===== src/design/snesm_pkg.sv =====
// Package for the serial mouse port: transfer payload types, operation codes and
// report layout constants. Depends on nothing; every other design file imports it.
package snesm_pkg;

  typedef enum logic [1:0] {
    OP_FRAME  = 2'd0,
    OP_STROBE = 2'd1,
    OP_READ   = 2'd2
  } op_e;

  typedef struct packed {
    logic [1:0]        op;
    logic signed [7:0] x_delta;
    logic signed [7:0] y_delta;
    logic [1:0]        button_state;
    logic              strobe_value;
  } in_item_t;

  typedef struct packed {
    logic data_bit;
  } out_item_t;

  localparam int unsigned ReportWidth = 32;
  localparam int unsigned PosWidth    = 6;
  localparam logic [31:0] ReportIdBit = 32'h0001_0000;
  localparam logic [1:0]  SensMax     = 2'd2;

endpackage


===== src/design/snesm_in_if.sv =====
// Input channel of the serial mouse port: valid/ready handshake with an item payload.
// Depends on snesm_pkg for the payload type.
interface snesm_in_if import snesm_pkg::*; ();
  logic     valid;
  logic     ready;
  in_item_t data;

  modport source (output valid, output data, input ready);
  modport sink (input valid, input data, output ready);
endinterface


===== src/design/snesm_out_if.sv =====
// Result channel of the serial mouse port: valid/ready handshake with one report bit.
// Depends on snesm_pkg for the payload type.
interface snesm_out_if import snesm_pkg::*; ();
  logic      valid;
  logic      ready;
  out_item_t data;

  modport source (output valid, output data, input ready);
  modport sink (input valid, input data, output ready);
endinterface


===== src/design/snes_mouse_serial_port.sv =====
// Serial mouse on a controller port: motion accumulators, report latch and bit reader.
// A read result appears in the output register in the cycle after its transfer.
// The port takes one item per cycle while its single output register is empty or the result sink
// takes the waiting bit; otherwise input ready is held low. The asynchronous active-low reset clears all state.
// Depends on snesm_pkg, snesm_in_if and snesm_out_if.
module snes_mouse_serial_port import snesm_pkg::*; (
  input logic        clk_i,
  input logic        rst_ni,
  snesm_in_if.sink   in_i,
  snesm_out_if.source out_o
);

  logic [ReportWidth-1:0] report_q, report_d;
  logic [PosWidth-1:0]    pos_q, pos_d;
  logic                   strobe_q, strobe_d;
  logic [7:0]             x_acc_q, x_acc_d;
  logic [7:0]             y_acc_q, y_acc_d;
  logic [1:0]             buttons_q, buttons_d;
  logic [1:0]             sens_q, sens_d;
  logic                   out_valid_q, out_valid_d;
  logic                   out_bit_q, out_bit_d;

  logic     in_accept;
  logic     read_accept;
  logic     latch;
  logic [1:0] shift;
  logic     read_bit;
  in_item_t item;

  function automatic logic [7:0] fold_delta(logic [7:0] acc, logic [7:0] v, logic [1:0] sh);
    logic [7:0] mag;
    mag = v[7] ? (~v + 8'd1) : v;
    mag = mag >> sh;
    return v[7] ? (acc - mag) : (acc + mag);
  endfunction

  function automatic logic [7:0] sign_mag(logic [7:0] acc);
    logic [7:0] m;
    m = acc[7] ? (~acc + 8'd1) : acc;
    return {acc[7], m[6:0]};
  endfunction

  assign item        = in_i.data;
  assign in_i.ready  = ~out_valid_q | out_o.ready;
  assign in_accept   = in_i.valid & in_i.ready;
  assign read_accept = in_accept && (item.op == OP_READ);
  assign latch       = in_accept && (item.op == OP_STROBE) && strobe_q && !item.strobe_value;
  assign shift       = sens_q[1] ? 2'd0 : (SensMax - sens_q);
  assign read_bit    = (pos_q < PosWidth'(ReportWidth)) ? report_q[~pos_q[4:0]] : 1'b0;

  always_comb begin
    report_d  = report_q;
    pos_d     = pos_q;
    strobe_d  = strobe_q;
    x_acc_d   = x_acc_q;
    y_acc_d   = y_acc_q;
    buttons_d = buttons_q;
    sens_d    = sens_q;
    if (in_accept) begin
      unique case (item.op)
        OP_FRAME: begin
          buttons_d = item.button_state;
          x_acc_d   = fold_delta(x_acc_q, item.x_delta, shift);
          y_acc_d   = fold_delta(y_acc_q, item.y_delta, shift);
        end
        OP_STROBE: begin
          if (latch) begin
            report_d = ReportIdBit | {8'h00, buttons_q, sens_q, 4'h0,
                                      sign_mag(y_acc_q), sign_mag(x_acc_q)};
            x_acc_d  = 8'h00;
            y_acc_d  = 8'h00;
            pos_d    = '0;
          end
          strobe_d = item.strobe_value;
        end
        OP_READ: begin
          if (strobe_q) begin
            unique case (sens_q)
              2'd0:    sens_d = 2'd1;
              2'd1:    sens_d = 2'd2;
              2'd2:    sens_d = 2'd0;
              default: sens_d = 2'd1;
            endcase
          end
          if (pos_q < PosWidth'(ReportWidth)) begin
            pos_d = pos_q + PosWidth'(1);
          end
        end
        default: begin
        end
      endcase
    end
  end

  assign out_valid_d = read_accept | (out_valid_q & ~out_o.ready);
  assign out_bit_d   = read_accept ? read_bit : out_bit_q;

  always_ff @(posedge clk_i or negedge rst_ni) begin
    if (!rst_ni) begin
      report_q    <= '0;
      pos_q       <= '0;
      strobe_q    <= 1'b0;
      x_acc_q     <= 8'h00;
      y_acc_q     <= 8'h00;
      buttons_q   <= 2'b00;
      sens_q      <= 2'b00;
      out_valid_q <= 1'b0;
      out_bit_q   <= 1'b0;
    end else begin
      report_q    <= report_d;
      pos_q       <= pos_d;
      strobe_q    <= strobe_d;
      x_acc_q     <= x_acc_d;
      y_acc_q     <= y_acc_d;
      buttons_q   <= buttons_d;
      sens_q      <= sens_d;
      out_valid_q <= out_valid_d;
      out_bit_q   <= out_bit_d;
    end
  end

  assign out_o.valid         = out_valid_q;
  assign out_o.data.data_bit = out_bit_q;

  // The bit pointer never runs past the end of the report.
  a_pos_bound: assert property (@(posedge clk_i) disable iff (!rst_ni)
    pos_q <= PosWidth'(ReportWidth))
    else $error("bit pointer beyond report length");

  // The sensitivity only cycles through its three legal levels.
  a_sens_range: assert property (@(posedge clk_i) disable iff (!rst_ni)
    sens_q != 2'd3)
    else $error("sensitivity reached an unused level");

  // A read transfer always leaves a result waiting in the output register.
  a_read_result: assert property (@(posedge clk_i) disable iff (!rst_ni)
    read_accept |=> out_valid_q)
    else $error("read transfer produced no result");

  // A report latch clears the accumulators and the bit pointer and sets the report's ID bit.
  a_latch_clear: assert property (@(posedge clk_i) disable iff (!rst_ni)
    latch |=> (x_acc_q == 8'h00) && (y_acc_q == 8'h00) && (pos_q == '0)
              && report_q[16])
    else $error("report latch did not restart the report");

endmodule


===== src/flat_wrapper.sv =====
// flat-port wrapper written by rule: the top's interface ports become plain ports
module snes_mouse_serial_port_flat import snesm_pkg::*;
  (clk_i, rst_ni, in_i_valid, in_i_data, in_i_ready, out_o_valid, out_o_data, out_o_ready);
  snesm_in_if in_i_i ();
  snesm_out_if out_o_i ();
  input logic clk_i;
  input logic rst_ni;
  input wire logic [$bits(in_i_i.valid)-1:0] in_i_valid;
  input wire logic [$bits(in_i_i.data)-1:0] in_i_data;
  output wire logic [$bits(in_i_i.ready)-1:0] in_i_ready;
  output wire logic [$bits(out_o_i.valid)-1:0] out_o_valid;
  output wire logic [$bits(out_o_i.data)-1:0] out_o_data;
  input wire logic [$bits(out_o_i.ready)-1:0] out_o_ready;
  assign in_i_i.valid = in_i_valid;
  assign in_i_i.data = in_i_data;
  assign in_i_ready = in_i_i.ready;
  assign out_o_valid = out_o_i.valid;
  assign out_o_data = out_o_i.data;
  assign out_o_i.ready = out_o_ready;
  snes_mouse_serial_port u_core (.clk_i(clk_i), .rst_ni(rst_ni), .in_i(in_i_i), .out_o(out_o_i));
endmodule

===== config.mk =====
export PLATFORM = sky130hd
export DESIGN_NAME = snes_mouse_serial_port_flat
export DESIGN_NICKNAME = d
export VERILOG_FILES = /design/src/design/snesm_pkg.sv /design/src/design/snesm_in_if.sv /design/src/design/snesm_out_if.sv /design/src/design/snes_mouse_serial_port.sv /design/src/flat_wrapper.sv
export SDC_FILE = /design/constraint.sdc
export NUM_CORES = 1
export LEC_CHECK = 0
export BUFFER_PORTS_ARGS = -buffer_cell sky130_fd_sc_hd__buf_2
export CAP_MARGIN = 20
export CORE_ASPECT_RATIO = 0.75
export CORE_MARGIN = 4
export CORE_UTILIZATION = 52
export DETAILED_ROUTE_END_ITERATION = 7
export PLACE_DENSITY_LB_ADDON = 0.08
export RECOVER_POWER = 100
export SKIP_CTS_REPAIR_TIMING = 1
export SLEW_MARGIN = 20
export SYNTH_ARGS = -nofsm -noshare
export SYNTH_HDL_FRONTEND = slang
export SYNTH_SLANG_ARGS = --single-unit

===== constraint.sdc =====
create_clock -name clk_i -period 4.6 [get_ports clk_i]
set_input_delay 0.23 -clock clk_i [delete_from_list [all_inputs] [get_ports clk_i]]
set_output_delay 0.23 -clock clk_i [all_outputs]
set_load 0.05 [all_outputs]

==> run metrics, run 1 <==
minimum clock period 4.18 ns; Post-Syn Nets 561; routed vias/inst 5.82; antenna fix cells 0; initial antenna violation count 0; fin. max-slew vios 32; Hold Crit Class in -> reg; crit-path max FO 16; Int Pwr 1.78 mW; Post-synth EDFFs 0; gate count of the mapped netlist 511; Starting Density 53.4%; P per Cell Area 706 mW/mm^2; detailed-route via count 3663; Seq/Total Area, Yosys 29.6%; switching share of power 44.5%; clock power share 11.9%; Worst setup EP type flop; Final HPWL DP 7.10 mm; Synth cell types 70; Fmax achieved 239 MHz; drt drc 0; die area 0.00965 sq mm; first-pass GRT wire length 16.5 mm; Chip Width 112 um; combinational power share 63.7%; antenna viol nets, final 0; 1st-pass router iterations 4; final WL 9.37 mm; worst vdd ir 479 uV; PnR Total Power 3.21 mW; highest-delay cell along the critical path a2111oi_0; Syn-to-layout area delta 7.73%; RSZ-0062 raised after global routing no; Mapped Area 0.00423 sq mm; core area 0.00792 sq mm; Hold WS 0.112 ns; setup violators final 0; Critical Path Max Stage Delay 0.49 ns; DP Cell Count 620; Hold Fails Final Rpt 0; Leakage 2.00 nW; clock buffer depth 2; H-tree levels 2; CTS Buf Count 5; share of flip-flops with an asynchronous set or reset 100%; Reg power frac 24.4%; Non-Filler Instances 629; Crit Path Class reg -> reg; yosys warns 0; run status finished with violations; CP Data Arrival Time 4.43 ns; setup TNS 0 ns; CP Launch Type flop; switching power 1.43 mW; io pins 28; period utilisation layout 90.8%; worst skew pair latency 0.31 ns; Rows 28; Yosys reg bits 50; aggregate global-route resource usage 20.6%; share of cells above drive strength 1 10.9%; clk sinks 50; vias in the first global route 3401; CTS tree done; Slew headroom -13.4%; main flop type after synthesis dfrtp_1; DR iter-0 viols 187; port bufs 27; wire per inst 14.9 um; Fillers 768; worst path cell trace inv_1, ha_1, buf_4, o21ai_0, a211oi_1, a2111oi_0, a21oi_1, ha_1, nor2_1, a21oi_1, inv_1, ha_1, nor2b_1, o21ai_0, a21oi_1, o41ai_1, xnor2_1, or4_1, nand3_1; failing checks max-capacitance violations, max-slew violations; GP Congestion 0.965; Maximum Capacitance Violations 1; die height 86.1 um; Clock transition at path regs 0.10 ns; nets 573; Layout Skew 0.0104 ns; worst path required time 4.85 ns; largest net degree at the start of global routing 40; actual slew at the worst max-slew pin 1.70 ns; Root Driver clkbuf_8; total grt overflow 0; Syn Area/Cell 8.27 sq um
## Yosys cell counts (all sizes together) (4+ instances only)
library cell,instances,area share [%]
a2111oi,4,0.98
a21o,7,1.3
a21oi,25,3.0
a31oi,5,0.74
buf,12,1.5
clkbuf,17,1.5
dfrtp,50,30
ha,23,6.8
inv,20,1.8
mux2,4,1.1
mux2i,8,1.9
mux4,5,2.7
nand2,77,6.8
nand2b,13,1.9
nand3,7,0.83
nand4,4,0.59
nor2,35,3.1
nor2b,12,1.8
nor3,10,1.3
o21ai,56,6.7
o31ai,8,1.4
o41ai,4,0.83
or3,6,1.0
xnor2,20,4.1
xor2,19,3.9
## metal layers
| metal | vias up | routed length [um] | global-route usage, % |
|---|---|---|---|
| li1 | 1856 | - | - |
| met1 | 1713 | 4820 | 31.8 |
| met2 | 81 | 4070 | 30.9 |
| met3 | 13 | 390 | 3.03 |
| met4 | 0 | 86 | 3.60 |
| met5 | - | 0 | 0 |
## cells by family after synthesis
family	after synthesis	share of synthesized area, %
XOR/XNOR	39	8.08
adder cells (fa/ha/maj)	25	7.76
AO/OA/AOI/OAI	146	22.6
AND/OR/NAND/NOR	184	21.4
multiplexers	17	5.62
flip-flops	50	29.6
buffers and inverters	50	4.91
## through the flow
step / area [sq um] / setup WS (ns) / util (%)
2_1_floorplan: 4230 / 0.779 / -
3_3_place_gp: 4410 / 0.551 / 55.7
3_5_place_dp: 4410 / 0.430 / 55.7
4_1_cts: 4550 / 0.406 / 57.5
5_1_grt: 4550 / 0.0244 / 57.5
6_report: 4550 / 0.422 / 57.5
## critical path, delay by kind of cell, from the launching register on
family,cells,cell delay (ns)
xor gates and xnor gates,1,0.14
DFF,1,0.37
AOI/OAI and AO/OA,8,1.74
adders and majority gates,3,0.82
buffers and inverters,3,0.35
and+or+nand+nor,4,0.72
## area by class of cell
type	count	area [sq um]	area share [%]
clock buffer	6	82.6	1.81
multi-input combinational	411	2770	60.8
timing repair buffer	34	181	3.98
clock inverter	2	60.1	1.32
tap	105	131	2.89
inverter	21	78.8	1.73
sequential	50	1250	27.5
## flip-flops by register name, summed over array words and instances, names as in the netlist
name and cells:
u_core.y_acc_q 8, u_core.out_o.valid 1, u_core.pos_q 6, u_core.sens_q 2, u_core.out_o.data 1, u_core.x_acc_q 8, u_core.buttons_q 2, u_core.report_q 21
u_core.strobe_q 1
## power by group through the flow
stage          Combinational [mW]  Sequential (mW)  Clock (mW)
6_report                     2.05            0.785       0.382
5_1_grt                      2.35            0.821       0.412
4_1_cts                      2.05            0.788       0.389
3_5_place_dp                 2.04            0.797           0
3_3_place_gp                 2.01            0.792           0
2_1_floorplan                1.71            0.716           0
## worst paths after layout
| path | endpoint | slack, ns | from | depth (start not counted) |
|---|---|---|---|---|
| hold reg to reg | u_core.report_q[5]$_DFFE_PN0P_ | 0.48 | u_core.report_q[5]$_DFFE_PN0P_ | 2 |
| setup reg to reg | u_core.y_acc_q[7]$_DFFE_PN0P_ | 0.42 | u_core.sens_q[0]$_DFFE_PN0P_ | 19 |
| max in group asynchronous | u_core.sens_q[1]$_DFFE_PN0P_ | 1.83 | rst_ni | 3 |
| hold / removal | u_core.buttons_q[0]$_DFFE_PN0P_ | 0.11 | in_i_data[1] | 3 |
| setup / recovery | u_core.y_acc_q[7]$_DFFE_PN0P_ | 0.42 | u_core.sens_q[0]$_DFFE_PN0P_ | 19 |
| min in group asynchronous | u_core.y_acc_q[7]$_DFFE_PN0P_ | 0.64 | rst_ni | 2 |
## cells in the final DEF (no fill, tap or decap), types with 4 or more instances in the layout
cell type / Yosys / routed
a21o_1: 6 / 6
clkbuf_8: 0 / 6
or3_1: 5 / 5
clkbuf_1: 17 / 5
o21ai_0: 55 / 55
mux2i_1: 8 / 8
o31ai_1: 8 / 8
dfrtp_1: 50 / 50
nand2_1: 77 / 77
nand2b_1: 13 / 13
o41ai_1: 4 / 4
inv_1: 20 / 20
mux2_2: 4 / 4
a31oi_1: 5 / 5
buf_4: 0 / 5
xor2_1: 19 / 19
buf_2: 10 / 23
ha_1: 23 / 23
mux4_2: 5 / 5
xnor2_1: 20 / 20
nand4_1: 4 / 4
a21oi_1: 25 / 25
nor3_1: 9 / 9
nor2b_1: 12 / 12
nand3_1: 7 / 7
nor2_1: 35 / 35
No activity file was read; power rests on OpenSTA's default activity.
==> run 2, diff against run 1 <==
--- a/config.mk
+++ b/config.mk
@@ -7,9 +7,11 @@
 export LEC_CHECK = 0
 export BUFFER_PORTS_ARGS = -buffer_cell sky130_fd_sc_hd__buf_2
 export CAP_MARGIN = 20
+export CELL_PAD_IN_SITES_DETAIL_PLACEMENT = 0
+export CELL_PAD_IN_SITES_GLOBAL_PLACEMENT = 1
 export CORE_ASPECT_RATIO = 0.75
 export CORE_MARGIN = 4
-export CORE_UTILIZATION = 52
+export CORE_UTILIZATION = 47
 export DETAILED_ROUTE_END_ITERATION = 7
 export PLACE_DENSITY_LB_ADDON = 0.08
 export RECOVER_POWER = 100
==> run 2 against run 1 <==
  * The flow still finishes with violations (max-capacitance violations, max-slew violations)
  * Register-to-register slack better by 0.10 ns
  * First-iteration DRC count is 34% higher
  * Utilization fell by 4.5 points
  * Total power is 0.45% lower
  * Clock skew is 0.0060 ns lower
  * Critical path depth unchanged
  * Maximum frequency increased by 2.5%
  * Clock power down 7.3%
  * Critical endpoint unchanged
  * Largest cell class unchanged
==> run metrics, run 2 (synthesized netlist as in run 1, its figures left out) <==
register bank with the most flops u_core.report_q; run status finished with violations; die area 0.0106 sq mm; Non-Filler Instances 632; crit-path max FO 16; Worst Hold Path EP u_core.buttons_q[1]$_DFFE_PN0P_; RR Startpoint u_core.sens_q[0]$_DFFE_PN0P_; fin. max-slew vios 39; Slew headroom -39.5%; die height 90.1 um; Fmax achieved 245 MHz; 1st-pass router iterations 4; io pins 28; routed vias/inst 5.73; delay-heaviest family, CP compound AO/OA/AOI/OAI gates; worst vdd ir 546 uV; biggest regs u_core.report_q x21, u_core.x_acc_q x8, u_core.y_acc_q x8; Int Pwr 1.75 mW; CP Data Arrival Time 4.29 ns; Rows 29; aggregate global-route resource usage 19.0%; clk sinks 50; worst path cell trace inv_1, ha_1, buf_4, mux2_2, o32ai_1, a21oi_1, a21oi_1, ha_1, nor2_1, a21oi_1, inv_1, ha_1, nor2b_1, o21ai_0, a21oi_1, o41ai_1, xnor2_1, or4_1, nand3_1; Worst setup EP type flop; RSZ-0062 raised after global routing no; Reg power frac 24.7%; first-pass GRT wire length 17.0 mm; Chip Width 118 um; CTS Buf Count 5; failing checks max-capacitance violations, max-slew violations; Critical Path Max Stage Delay 0.47 ns; Buffers & Inverters on Critical Path 3; reg2reg setup slack 0.52 ns; wire per inst 15.5 um; initial antenna violation count 0; most frequent cells in the layout 77 x nand2_1, 55 x o21ai_0, 50 x dfrtp_1; total grt overflow 0; drt drc 0; minimum clock period 4.08 ns; combinational power share 64.3%; Worst Hold Launch in_i_data[2]; Crit Path Class reg -> reg; actual slew at the worst max-slew pin 2.09 ns; Starting Density 49.1%; setup TNS 0 ns; highest-delay cell along the critical path or4_1; nets 574; H-tree levels 2; port bufs 27; GP Congestion 0.883; vias in the first global route 3411; largest net degree at the start of global routing 40; setup violators final 0; switching power 1.44 mW; Leakage 1.99 nW; CTS tree done; switching share of power 45.2%; share of cells above drive strength 1 10.5%; commonest non-fill, non-tap cell in the layout nand2_1; antenna fix cells 0; final WL 9.83 mm; post-layout util 53.0%; DR iter-0 viols 251; Maximum Capacitance Violations 1; detailed-route via count 3623; antenna viol nets, final 0; worst skew pair latency 0.29 ns; core area 0.00860 sq mm; Hold Fails Final Rpt 0; Clock transition at path regs 0.06 ns; Hold Crit Class in -> reg; PnR Total Power 3.20 mW; P per Cell Area 702 mW/mm^2; clock power share 11.1%; hold path depth 3; Root Driver clkbuf_16; worst path required time 4.82 ns; CP Launch Type flop; cell mode on critical path a21oi_1; DP Cell Count 623; Layout Skew 0.00440 ns; Syn-to-layout area delta 7.82%; period utilisation layout 88.6%; reg2reg path depth 19; clock buffer depth 2; max reg flops 21; Final HPWL DP 7.36 mm; worst r2r dst u_core.y_acc_q[7]$_DFFE_PN0P_
==> run 2: power by group through the flow <==
stage                     Sequential [mW]  Clock [mW]  Combinational [mW]
after global placement              0.792           0                2.02
after CTS                           0.792       0.365                2.07
final                               0.789       0.354                2.06
after floorplan                     0.716           0                1.71
after global routing                0.822       0.381                2.36
after detailed placement            0.799           0                2.05
==> run 2: per-stage QoR <==
step / setup slack [ns] / area, sq um / hold slack [ns]
after global placement: 0.546 / 4410 / 0.130
after CTS: 0.423 / 4550 / -0.181
after floorplan: 0.779 / 4230 / -0.0656
final: 0.525 / 4560 / 0.145
after detailed placement: 0.447 / 4410 / 0.132
after global routing: 0.0617 / 4560 / 0.136
==> run 2: area by class of cell <==
type | count | area (sq um)
tap | 108 | 135
inverter | 21 | 78.8
sequential | 50 | 1250
fill | 855 | 4040
multi-input combinational | 411 | 2770
clock buffer | 7 | 133
timing repair buffer | 35 | 185
==> run 2: how the worst max path moves through the flow <==
stage | from | end | depth (start not counted)
floorplan | u_core.sens_q[0]$_DFFE_PN0P_ | u_core.y_acc_q[7]$_DFFE_PN0P_ | 19
global placement | u_core.sens_q[0]$_DFFE_PN0P_ | u_core.y_acc_q[7]$_DFFE_PN0P_ | 19
detailed placement | u_core.sens_q[0]$_DFFE_PN0P_ | u_core.y_acc_q[7]$_DFFE_PN0P_ | 19
CTS | u_core.sens_q[0]$_DFFE_PN0P_ | u_core.y_acc_q[7]$_DFFE_PN0P_ | 19
global route | u_core.sens_q[0]$_DFFE_PN0P_ | u_core.y_acc_q[7]$_DFFE_PN0P_ | 18
finish | u_core.sens_q[0]$_DFFE_PN0P_ | u_core.y_acc_q[7]$_DFFE_PN0P_ | 19
==> run 2: worst register-to-register path, delay by kind of cell, from the launching register on <==
family	cells	cell delay, ns
fa+ha+maj	3	0.68
simple gates	4	0.72
flops	1	0.40
xor+xnor	1	0.14
mux	1	0.35
buf+inv	3	0.40
compound gates	7	1.33
==> run 2: per-layer routing <==
metal  vias up  wire length, um  track usage, %
met1      1686             5170            29.5
met5         -                0               0
met3         4              359            3.51
li1       1868                -               -
met4         0               29            2.73
met2        65             4270            28.0
==> run 3, diff against run 2 <==
--- a/config.mk
+++ b/config.mk
@@ -14,9 +14,10 @@
 export CORE_UTILIZATION = 47
 export DETAILED_ROUTE_END_ITERATION = 7
 export PLACE_DENSITY_LB_ADDON = 0.08
-export RECOVER_POWER = 100
+export REMOVE_ABC_BUFFERS = 1
 export SKIP_CTS_REPAIR_TIMING = 1
 export SLEW_MARGIN = 20
 export SYNTH_ARGS = -nofsm -noshare
 export SYNTH_HDL_FRONTEND = slang
 export SYNTH_SLANG_ARGS = --single-unit
+export TNS_END_PERCENT = 1
==> run 3 against run 2 <==
  * The flow now finishes without violations
  * Clock-buffer cell count is 1 higher
  * Largest power group unchanged
  * Critical path depth is 1 lower
  * Clock skew fell by 0.0012 ns
  * Cell area up 1.0%
  * Global-route usage decreased by 0.80 points
  * Sequential cell count stayed put
  * Via count increased by 0.58%
  * Die area unchanged
  * First-iteration DRC count down 15%
==> run metrics, run 3 (synthesized netlist as in run 1, its figures left out) <==
die area 0.0106 sq mm; CTS tree done; Hold Crit Class in -> async; share of cells above drive strength 1 12.8%; Clock transition at path regs 0.07 ns; clk sinks 50; Starting Density 49.1%; aggregate global-route resource usage 18.2%; Non-Filler Instances 633; Worst setup EP type flop; clock power share 12.3%; busiest grt layer met2; biggest regs u_core.report_q x21, u_core.x_acc_q x8, u_core.y_acc_q x8; Maximum Capacitance Violations 0; most frequent cells in the layout 77 x nand2_1, 55 x o21ai_0, 50 x dfrtp_1; vias in the first global route 3456; Root Driver clkbuf_16; Rows 29; DP Cell Count 625; worst vdd ir 481 uV; Int Pwr 1.82 mW; Reg power frac 24.0%; switching share of power 44.3%; antenna fix cells 0; nets 574; reg2reg path depth 18; drt drc 0; actual slew at the worst max-slew pin 1.02 ns; dpl cell area 0.00443 sq mm; final worst slack 0.500 ns; Slew headroom 31.4%; H-tree levels 2; switching power 1.45 mW; PnR Total Power 3.27 mW; Worst Setup SP u_core.sens_q[0]$_DFFE_PN0P_; crit-path max FO 9; port bufs 27; first-pass GRT wire length 16.4 mm; initial antenna violation count 0; clock buffer depth 2; 1st-pass router iterations 4; CP Data Arrival Time 4.33 ns; met3 Track Usage GR 3.01%; core area 0.00860 sq mm; GP Congestion 0.808; period utilisation layout 89.1%; max reg flops 21; combinational power share 63.7%; DR iter-0 viols 214; fin. max-slew vios 0; antenna viol nets, final 0; detailed-route via count 3644; CP Launch Type flop; setup TNS 0 ns; largest net degree at the start of global routing 51; Leakage 2.03 nW; worst skew pair latency 0.29 ns; die height 90.1 um; commonest non-fill, non-tap cell in the layout nand2_1; Layout Skew 0.00316 ns; Hold Fails Final Rpt 0; Syn-to-layout area delta 8.94%; reg2reg setup slack 0.50 ns; CTS Buf Count 5; grt met2 use 28.0%; Fillers 849; Chip Width 118 um; register bank with the most flops u_core.report_q; post-route cell area 0.00460 sq mm; wire per inst 15.0 um; routed vias/inst 5.76; minimum clock period 4.10 ns; P per Cell Area 711 mW/mm^2; met1 usage 27.2%; Final HPWL DP 7.15 mm; total grt overflow 0; worst path required time 4.83 ns; Fmax achieved 244 MHz; DP Worst Slack 0.386 ns; RSZ-0062 raised after global routing no; Crit Path Class reg -> reg; setup violators final 0; RR Startpoint u_core.sens_q[0]$_DFFE_PN0P_; final WL 9.47 mm; io pins 28; run status finished clean
run 3: area by class of cell:
class	count	area [sq um]	area share (%)
inverter	21	78.8	1.71
multi-input combinational	411	2780	60.3
sequential	50	1250	27.2
timing repair buffer	35	195	4.24
clock buffer	8	166	3.61
tap	108	135	2.93
run 3: path summary, 6_finish.rpt:
kind | endpoint
hold / removal | u_core.y_acc_q[7]$_DFFE_PN0P_
max in group asynchronous | u_core.x_acc_q[4]$_DFFE_PN0P_
setup / recovery | u_core.y_acc_q[7]$_DFFE_PN0P_
min in group clk_i | u_core.buttons_q[1]$_DFFE_PN0P_
setup reg to reg | u_core.y_acc_q[7]$_DFFE_PN0P_
hold reg to reg | u_core.report_q[23]$_DFFE_PN0P_
run 3: power by group through the flow:
stage | Clock (mW) | Combinational [mW] | Sequential (mW)
after CTS | 0.410 | 2.09 | 0.789
after global placement | 0 | 2.04 | 0.792
final | 0.403 | 2.08 | 0.785
after detailed placement | 0 | 2.07 | 0.797
after floorplan | 0 | 1.64 | 0.741
after global routing | 0.432 | 2.39 | 0.817
run 3: critical path, cell delays in order, from the launching register on:
cell	delay [ns]
dfrtp_1	0.40
inv_1	0.08
ha_2	0.27
mux2i_1	0.29
a211oi_1	0.10
a2111oi_2	0.38
a21oi_1	0.12
ha_1	0.30
nor2_1	0.04
a21oi_1	0.22
inv_1	0.07
ha_1	0.27
nor2b_1	0.13
o21ai_0	0.22
a21oi_1	0.13
o41ai_1	0.32
xnor2_1	0.14
or4_1	0.47
nand3_1	0.09
run 3: metrics by stage:
| stage | hold WS (ns) | util, % |
|---|---|---|
| 5_1_grt | 0.107 | 53.5 |
| 3_3_place_gp | 0.379 | 51.5 |
| 6_report | 0.0276 | 53.5 |
| 3_5_place_dp | 0.382 | 51.5 |
| 4_1_cts | 0.0708 | 53.4 |
| 2_1_floorplan | -0.0656 | - |
run 3: metal layers:
metal,vias to the layer above,part of all wire (%)
met5,-,0
met3,5,2.6
met1,1730,52
met2,47,45
met4,0,0.30
li1,1862,-
